--- config.mk ---
export PLATFORM = sky130hd
export DESIGN_NAME = router_advert_frame_checker_core
export DESIGN_NICKNAME = d
export VERILOG_FILES = /design/src/design/rafc_pkg.sv /design/src/design/router_advert_frame_checker_core.sv
export VERILOG_INCLUDE_DIRS = /design/src /design/src/design
export SDC_FILE = /design/constraint.sdc
export NUM_CORES = 2
export LEC_CHECK = 0
export ABC_CLOCK_PERIOD_IN_PS = 20300
export BUFFER_PORTS_ARGS = -buffer_cell sky130_fd_sc_hd__buf_2
export CELL_PAD_IN_SITES_DETAIL_PLACEMENT = 0
export CELL_PAD_IN_SITES_GLOBAL_PLACEMENT = 2
export CORE_ASPECT_RATIO = 1.25
export CORE_MARGIN = 2
export CORE_UTILIZATION = 39
export DETAILED_ROUTE_END_ITERATION = 8
export HOLD_SLACK_MARGIN = 0.05
export PLACE_DENSITY_LB_ADDON = 0.1
export SLEW_MARGIN = 20
export SYNTH_ARGS = -nofsm -noshare
export SYNTH_HDL_FRONTEND = slang
export SYNTH_SLANG_ARGS = --single-unit
--- constraint.sdc ---
create_clock -name clk -period 20.3 [get_ports clk]
set_clock_uncertainty 0.15 [all_clocks]
set_input_delay 1.015 -clock clk [delete_from_list [all_inputs] [get_ports clk]]
set_output_delay 1.015 -clock clk [all_outputs]
set_load 0.02 [all_outputs]
--- src/design/router_advert_frame_checker_core_defines.svh ---
// Assertion macros for the router advertisement frame checker.
`ifndef ROUTER_ADVERT_FRAME_CHECKER_CORE_DEFINES_SVH
`define ROUTER_ADVERT_FRAME_CHECKER_CORE_DEFINES_SVH

`ifndef SYNTHESIS
`define RAFC_ASSERT_IMP(lbl, pre, post) \
  lbl: assert property (@(posedge clk) disable iff (rst) (pre) |-> (post)) \
    else $error("rafc assertion failed");
`define RAFC_ASSERT_NEXT(lbl, pre, post) \
  lbl: assert property (@(posedge clk) disable iff (rst) (pre) |=> (post)) \
    else $error("rafc assertion failed");
`else
`define RAFC_ASSERT_IMP(lbl, pre, post)
`define RAFC_ASSERT_NEXT(lbl, pre, post)
`endif

`endif

--- src/design/rafc_pkg.sv ---
// Types and constants shared by the router advertisement frame checker.
package rafc_pkg;

  localparam int RAFC_MAX_ENTRIES = 16;
  localparam int POS_W = 17;
  localparam logic [POS_W-1:0] POS_MAX = '1;
  localparam logic [15:0] ETHERTYPE_IPV4 = 16'h0800;
  localparam logic [7:0] PROTO_ICMP = 8'd1;
  localparam logic [7:0] ICMP_ROUTER_ADVERT = 8'd9;
  localparam logic [7:0] ENTRY_SIZE_WORDS = 8'd2;

  typedef enum logic [3:0] {
    V_ACCEPT    = 4'd0,
    V_SHORT     = 4'd1,
    V_ETHERTYPE = 4'd2,
    V_IHL       = 4'd3,
    V_TOTAL_LEN = 4'd4,
    V_PROTOCOL  = 4'd5,
    V_TYPE      = 4'd6,
    V_CODE      = 4'd7,
    V_ENTRY_SIZE = 4'd8,
    V_ADDR_COUNT = 4'd9
  } verdict_t;

  typedef enum logic [1:0] {
    ST_RECV,
    ST_JUDGE,
    ST_EMIT
  } state_t;

  typedef struct packed {
    logic [7:0] frame_byte;
    logic       end_of_frame;
  } frame_beat_t;

  typedef struct packed {
    logic               record_kind;
    verdict_t           verdict;
    logic [31:0]        source_address;
    logic [31:0]        dest_address;
    logic [15:0]        advert_lifetime;
    logic [7:0]         address_count;
    logic               entries_truncated;
    logic [31:0]        router_address;
    logic signed [31:0] preference_level;
    logic [7:0]         entry_number;
    logic               last_record;
  } record_beat_t;

endpackage

--- src/design/router_advert_frame_checker_core.sv ---
// Router advertisement frame checker: byte capture, verdict and entry record output.
`include "router_advert_frame_checker_core_defines.svh"

// Frame bytes are taken one per cycle while a frame streams in; the entry
// pairs are written to an on-chip entry memory as they arrive. The beat that
// carries end_of_frame is followed by a judging state that loads the verdict
// record; for an accepted frame up to MAX_ENTRIES entry records follow, one
// per cycle while the output side does not stall, read from the single read
// port of the entry memory. Input stalls after the last byte until the final
// record is loaded into the output register.
module router_advert_frame_checker_core #(
  parameter int MAX_ENTRIES = rafc_pkg::RAFC_MAX_ENTRIES
) (
  input  logic                   clk,
  input  logic                   rst,
  input  logic                   byte_valid,
  output logic                   byte_stall,
  input  rafc_pkg::frame_beat_t  byte_data,
  output logic                   rec_valid,
  input  logic                   rec_stall,
  output rafc_pkg::record_beat_t rec_data
);
  import rafc_pkg::*;

  localparam int AW = (MAX_ENTRIES > 1) ? $clog2(MAX_ENTRIES) : 1;
  localparam logic [POS_W-1:0] LIST_SPAN = POS_W'(8 * MAX_ENTRIES);
  localparam logic [7:0] MAX_SHOWN = 8'(MAX_ENTRIES);

  state_t state, state_next;

  logic [POS_W-1:0] byte_position, byte_position_next;
  logic [15:0] ether_kind, ether_kind_next;
  logic [3:0]  header_words, header_words_next;
  logic [15:0] ip_total_length, ip_total_length_next;
  logic [7:0]  ip_protocol, ip_protocol_next;
  logic [31:0] src_addr_reg, src_addr_reg_next;
  logic [31:0] dst_addr_reg, dst_addr_reg_next;
  logic [47:0] icmp_fields, icmp_fields_next;
  logic [63:0] entry_shift, entry_shift_next;

  logic [63:0] entry_store [MAX_ENTRIES];
  logic [63:0] rd_data;
  logic [AW-1:0] emit_idx, emit_idx_next;
  logic [7:0] shown_reg, shown_reg_next;

  record_beat_t rec_next;
  logic rec_valid_next;

  logic accept, out_free, load, clear;
  logic [POS_W-1:0] len, icmp_at, list_at, k_off, e_off;
  logic in_icmp, in_list, store_we;
  logic [AW-1:0] store_addr;

  verdict_t verdict;
  logic [17:0] len18, hl18, tl18, cnt18;
  logic [7:0] cnt, shown;

  assign accept   = byte_valid && !byte_stall;
  assign out_free = !rec_valid || !rec_stall;
  assign byte_stall = (state != ST_RECV);

  // byte capture
  assign len     = (byte_position < POS_MAX) ? byte_position + POS_W'(1) : POS_MAX;
  assign icmp_at = POS_W'(14) + POS_W'({header_words, 2'b00});
  assign list_at = icmp_at + POS_W'(8);
  assign k_off   = byte_position - icmp_at;
  assign e_off   = byte_position - list_at;
  assign in_icmp = (header_words >= 4'd5) && (byte_position >= icmp_at) &&
                   (byte_position < list_at) && (k_off != POS_W'(2)) &&
                   (k_off != POS_W'(3));
  assign in_list = (header_words >= 4'd5) && (byte_position >= list_at) &&
                   (byte_position < list_at + LIST_SPAN);
  assign store_we   = accept && in_list && (e_off[2:0] == 3'b111);
  assign store_addr = e_off[AW+2:3];

  always_comb begin
    byte_position_next   = byte_position;
    ether_kind_next      = ether_kind;
    header_words_next    = header_words;
    ip_total_length_next = ip_total_length;
    ip_protocol_next     = ip_protocol;
    src_addr_reg_next    = src_addr_reg;
    dst_addr_reg_next    = dst_addr_reg;
    icmp_fields_next     = icmp_fields;
    entry_shift_next     = entry_shift;
    if (accept) begin
      byte_position_next = len;
      if (byte_position == POS_W'(12) || byte_position == POS_W'(13))
        ether_kind_next = {ether_kind[7:0], byte_data.frame_byte};
      if (byte_position == POS_W'(14))
        header_words_next = byte_data.frame_byte[3:0];
      if (byte_position == POS_W'(16) || byte_position == POS_W'(17))
        ip_total_length_next = {ip_total_length[7:0], byte_data.frame_byte};
      if (byte_position == POS_W'(23))
        ip_protocol_next = byte_data.frame_byte;
      if (byte_position >= POS_W'(26) && byte_position <= POS_W'(29))
        src_addr_reg_next = {src_addr_reg[23:0], byte_data.frame_byte};
      if (byte_position >= POS_W'(30) && byte_position <= POS_W'(33))
        dst_addr_reg_next = {dst_addr_reg[23:0], byte_data.frame_byte};
      if (in_icmp)
        icmp_fields_next = {icmp_fields[39:0], byte_data.frame_byte};
      if (in_list)
        entry_shift_next = {entry_shift[55:0], byte_data.frame_byte};
    end
    if (clear) begin
      byte_position_next   = '0;
      ether_kind_next      = '0;
      header_words_next    = '0;
      ip_total_length_next = '0;
      ip_protocol_next     = '0;
      src_addr_reg_next    = '0;
      dst_addr_reg_next    = '0;
      icmp_fields_next     = '0;
      entry_shift_next     = '0;
    end
  end

  // verdict, from the registered frame fields
  assign cnt   = icmp_fields[31:24];
  assign len18 = 18'(byte_position);
  assign hl18  = 18'({header_words, 2'b00});
  assign tl18  = 18'(ip_total_length);
  assign cnt18 = 18'({cnt, 3'b000});

  always_comb begin
    priority if (len18 < 18'd42) verdict = V_SHORT;
    else if (ether_kind != ETHERTYPE_IPV4) verdict = V_ETHERTYPE;
    else if (hl18 < 18'd20 || len18 < 18'd22 + hl18) verdict = V_IHL;
    else if (tl18 < hl18 + 18'd8 || len18 < 18'd14 + tl18) verdict = V_TOTAL_LEN;
    else if (ip_protocol != PROTO_ICMP) verdict = V_PROTOCOL;
    else if (icmp_fields[47:40] != ICMP_ROUTER_ADVERT) verdict = V_TYPE;
    else if (icmp_fields[39:32] != 8'd0) verdict = V_CODE;
    else if (icmp_fields[23:16] != ENTRY_SIZE_WORDS) verdict = V_ENTRY_SIZE;
    else if (tl18 < hl18 + 18'd8 + cnt18) verdict = V_ADDR_COUNT;
    else verdict = V_ACCEPT;
  end

  assign shown = (verdict != V_ACCEPT) ? 8'd0 : ((cnt > MAX_SHOWN) ? MAX_SHOWN : cnt);

  // sequencer
  always_comb begin
    state_next     = state;
    load           = 1'b0;
    clear          = 1'b0;
    rec_next       = rec_data;
    emit_idx_next  = emit_idx;
    shown_reg_next = shown_reg;
    unique case (state)
      ST_RECV: begin
        if (accept && byte_data.end_of_frame) state_next = ST_JUDGE;
      end
      ST_JUDGE: begin
        if (out_free) begin
          load  = 1'b1;
          clear = 1'b1;
          rec_next = '0;
          rec_next.verdict = verdict;
          if (verdict == V_ACCEPT) begin
            rec_next.source_address    = src_addr_reg;
            rec_next.dest_address      = dst_addr_reg;
            rec_next.advert_lifetime   = icmp_fields[15:0];
            rec_next.address_count     = cnt;
            rec_next.entries_truncated = (cnt > MAX_SHOWN);
          end
          rec_next.last_record = (shown == 8'd0);
          shown_reg_next = shown;
          emit_idx_next  = '0;
          state_next     = (shown == 8'd0) ? ST_RECV : ST_EMIT;
        end
      end
      ST_EMIT: begin
        if (out_free) begin
          load = 1'b1;
          rec_next.record_kind      = 1'b1;
          rec_next.verdict          = V_ACCEPT;
          rec_next.router_address   = rd_data[63:32];
          rec_next.preference_level = signed'(rd_data[31:0]);
          rec_next.entry_number     = 8'(emit_idx);
          rec_next.last_record      = (8'(emit_idx) + 8'd1 == shown_reg);
          emit_idx_next = emit_idx + AW'(1);
          if (rec_next.last_record) state_next = ST_RECV;
        end
      end
      default: state_next = ST_RECV;
    endcase
  end

  assign rec_valid_next = load || (rec_valid && rec_stall);

  // entry memory: written while bytes arrive, read one entry ahead while emitting
  always_ff @(posedge clk) begin
    if (store_we) entry_store[store_addr] <= entry_shift_next;
    rd_data <= entry_store[emit_idx_next];
  end

  always_ff @(posedge clk) begin
    if (rst) begin
      state           <= ST_RECV;
      rec_valid       <= 1'b0;
      byte_position   <= '0;
      ether_kind      <= '0;
      header_words    <= '0;
      ip_total_length <= '0;
      ip_protocol     <= '0;
      src_addr_reg    <= '0;
      dst_addr_reg    <= '0;
      icmp_fields     <= '0;
      entry_shift     <= '0;
      emit_idx        <= '0;
      shown_reg       <= '0;
    end else begin
      state           <= state_next;
      rec_valid       <= rec_valid_next;
      byte_position   <= byte_position_next;
      ether_kind      <= ether_kind_next;
      header_words    <= header_words_next;
      ip_total_length <= ip_total_length_next;
      ip_protocol     <= ip_protocol_next;
      src_addr_reg    <= src_addr_reg_next;
      dst_addr_reg    <= dst_addr_reg_next;
      icmp_fields     <= icmp_fields_next;
      entry_shift     <= entry_shift_next;
      emit_idx        <= emit_idx_next;
      shown_reg       <= shown_reg_next;
    end
  end

  always_ff @(posedge clk) begin
    if (load) rec_data <= rec_next;
  end

  `RAFC_ASSERT_NEXT(a_last_byte_judged, byte_valid && !byte_stall && byte_data.end_of_frame, state == ST_JUDGE)
  `RAFC_ASSERT_IMP(a_emit_in_range, state == ST_EMIT, 8'(emit_idx) < shown_reg)
  `RAFC_ASSERT_IMP(a_entry_of_accepted, rec_valid && rec_data.record_kind, rec_data.verdict == V_ACCEPT && rec_data.entry_number < shown_reg)

endmodule

==> flow_summary.toml <==
[setup_path]
critPathTopFamily = "buffers and inverters"
worst_ep_required_time_ns = 20.60
worst-setup-path-type = "reg2reg"
crit_path_start_kind = "flop"
path_cells = "inv_1 -> ha_1 -> xor2_1 -> inv_1 -> ha_1 -> xnor2_1 -> ha_1 -> o21ai_0 -> o21ai_0 -> a2111oi_0 -> a311oi_4 -> buf_4 -> buf_4 -> mux2i_1 -> nor2_1"
crit_slowest_cell = "sky130_fd_sc_hd__buf_4"
path_buf_inv = 4
critPathMostFrequentCell = "sky130_fd_sc_hd__ha_1"
worst_path_largest_cell_delay_ns = 0.76
critical_path.endpoint_type = "flop"
path_max_fanout = 39
critical_path_arrival_ns = 6.08

[layout]
largestRegisters = "entry_store: 1024 flops, rec_data: 163 flops"
most-common-layout-cells = "sky130_fd_sc_hd__edfxtp_1, sky130_fd_sc_hd__dfxtp_1, sky130_fd_sc_hd__mux4_2"
final_layout_size_suffix_gt1_frac = 0.201
layout.cells.most_common = "sky130_fd_sc_hd__edfxtp_1"
final_design_area_no_fill_um2 = 66800
finalNetCount = 3827
area_delta_synth_final_pct = 14.2
largest-register = "entry_store"
layout.filler_cells = 13200
n_antenna_cell = 0
largest_reg_flops = 1024

[drt]
total_wirelength_mm = 155
vias_per_cell = 5.43
route.detailed.wl_per_inst_um = 26.4
drc = 0
antenna_left = 0
vias = 31900
drt_pre_antenna_iters = 5
count_of_routing_violations_after_the_opening_detailed_route_iteration = 2296

[job]
max_cap_violations = 0

[cts]
cts-hold-fix-buffers = 0
post_cts.resized_instances = 0
clk_pin_slew_ns = 0.06
cts-htree-levels = 4
post-cts-setup-buffers = 0
insertion_delay_ns = 0.78
clk_root_buffer_cell = "sky130_fd_sc_hd__clkbuf_16"
cts.sinks = 1503
cts-root-to-sink-buffers = 3
tritoncts = "done"
cts_buffers = 155

[logic_synthesis]
synth_edf_count = 1187
ys_types = 76
synth_seq_cells = 1503
syn_avg_cell_area_um2 = 16.5
yosysWarningCount = 0
async_flop_share = 0
ys_dominant_reg_cell = "sky130_fd_sc_hd__edfxtp_1"
syn-instance-count = 3549
synth.yosys.seq_area_share = 0.718
synth.cell_area_um2 = 58500

[power]
pleak_nw = 18.7
intPower_mw = 5.02
worst_ir_drop_vdd_v = 0.0000773
powerDensity_nw_per_um2 = 96.1
p_switching_mw = 1.40
power.switching_fraction = 0.218
clockPowerShare = 0.437
share_seq_of_total_power = 0.519
pwr-share-comb = 0.044
power.total_mw = 6.42

[grt]
globalRouteTotalUtil = 0.205
overflow = 0
grt_first_pass_wirelength_mm = 228
antenna_violations_before_repair = 3
grt_pass1_vias = 33800
maximum_number_of_pins_on_one_net_before_global_route_repair = 152

[status]
outcome = "finished, final reports clean"

[die]
die-height_um = 437
start_util = 0.393
fp-row-count = 158
ioPinCount = 182
design.die.area_um2 = 153000
core_area_um2 = 149000
fp.dieW_um = 350

[placed_design]
routability_congestion = 0.756
placedInstanceArea_um2 = 61800
placement.io_buffers = 177
dpl_wire_length_mm = 85.0

[sta]
slew_violations = 0
hold_violations = 0
relSlewSlack = 0.254
aggregate_negative_setup_slack_ns = 0
timing.hold.ws_ns = 0.297
final.min_clock_period_ns = 5.78
grt_setup_unrepaired = "false"
max_slew.worst_pin.slew_ns = 1.12
final_min_period_over_clock_period = 0.285
report.final.setup_viol = 0
achievable-frequency_mhz = 173

[worst_hold_path]
worstHoldPathType = "reg2reg"
## cells by family after synthesis
group / after synthesis / synth area share
AO/OA/AOI/OAI: 381 / 0.0466
XOR/XNOR: 54 / 0.00809
adder cells (fa/ha/maj): 69 / 0.0150
buffers and inverters: 344 / 0.0242
flip-flops: 1503 / 0.718
multiplexers: 397 / 0.123
other: 1 / 0.0000641
AND/OR/NAND/NOR: 800 / 0.0656
## worst register-to-register path: stages, from the launching register on
cell,delay [ns]
sky130_fd_sc_hd__dfxtp_1,0.55
sky130_fd_sc_hd__inv_1,0.08
sky130_fd_sc_hd__ha_1,0.26
sky130_fd_sc_hd__xor2_1,0.21
sky130_fd_sc_hd__inv_1,0.09
sky130_fd_sc_hd__ha_1,0.21
sky130_fd_sc_hd__xnor2_1,0.13
sky130_fd_sc_hd__ha_1,0.40
sky130_fd_sc_hd__o21ai_0,0.15
sky130_fd_sc_hd__o21ai_0,0.33
sky130_fd_sc_hd__a2111oi_0,0.24
sky130_fd_sc_hd__a311oi_4,0.29
sky130_fd_sc_hd__buf_4,0.51
sky130_fd_sc_hd__buf_4,0.77
sky130_fd_sc_hd__mux2i_1,0.36
sky130_fd_sc_hd__nor2_1,0.73
## per-stage QoR
stage	cells	worst slack, ns	utilization
floorplan	3552	11.46	-
global route	5873	13.83	0.449
CTS	5872	14.29	0.449
finish	5873	14.52	0.449
detailed placement	5587	13.93	0.416
global placement	5587	14.07	0.415
## cell usage after synthesis (31+ instances only)
master                     number  share of area
sky130_fd_sc_hd__clkbuf_1     150         0.0096
sky130_fd_sc_hd__nand2_1      214          0.014
sky130_fd_sc_hd__mux2i_1      141          0.024
sky130_fd_sc_hd__a21oi_1       83         0.0071
sky130_fd_sc_hd__a22oi_1      129          0.017
sky130_fd_sc_hd__buf_2         46         0.0039
sky130_fd_sc_hd__dfxtp_1      316           0.11
sky130_fd_sc_hd__nand3_1       79         0.0068
sky130_fd_sc_hd__ha_1          67          0.014
sky130_fd_sc_hd__nor3_1       114         0.0098
sky130_fd_sc_hd__nor2_1       210          0.013
sky130_fd_sc_hd__inv_1        131         0.0084
sky130_fd_sc_hd__nand4_1       31         0.0033
sky130_fd_sc_hd__o31ai_1       32         0.0041
sky130_fd_sc_hd__mux4_2       256          0.099
sky130_fd_sc_hd__and2_1        77         0.0082
sky130_fd_sc_hd__edfxtp_1    1187           0.61
## final cells by class
type                            instances  area [µm²]  area share
Clock buffer                          222        4340      0.0649
Clock inverter                         63         647     0.00969
Inverter                              131         492     0.00736
Multi-Input combinational cell       1705       15400       0.230
Sequential cell                      1503       42000       0.628
Tap cell                             2000        2500      0.0375
Timing Repair Buffer                  249        1470      0.0220
## final timing paths
kind         cells after the start            start  slack, ns            endpoint
min reg2reg                      1     shown_reg[6]       0.30        shown_reg[6]
max                             15  header_words[0]      14.52  entry_store[9][29]
max reg2reg                     15  header_words[0]      14.52  entry_store[9][29]
min                              1     shown_reg[6]       0.30        shown_reg[6]
## per-layer routing
layer,track usage,share of wire
met5,0,0
met3,0.0320,0.042
met4,0.0527,0.023
met1,0.261,0.42
met2,0.362,0.52
## power groups by stage
stage	clock network, mW	logic, mW	registers [mW]
final	2.80	0.282	3.33
after global routing	3.00	0.299	3.33
after CTS	2.88	0.290	3.33
after detailed placement	0	0.290	3.40
after global placement	0	0.287	3.40
after floorplan	0	0.138	3.44
Note: power is estimated with default switching activity, not from simulation.
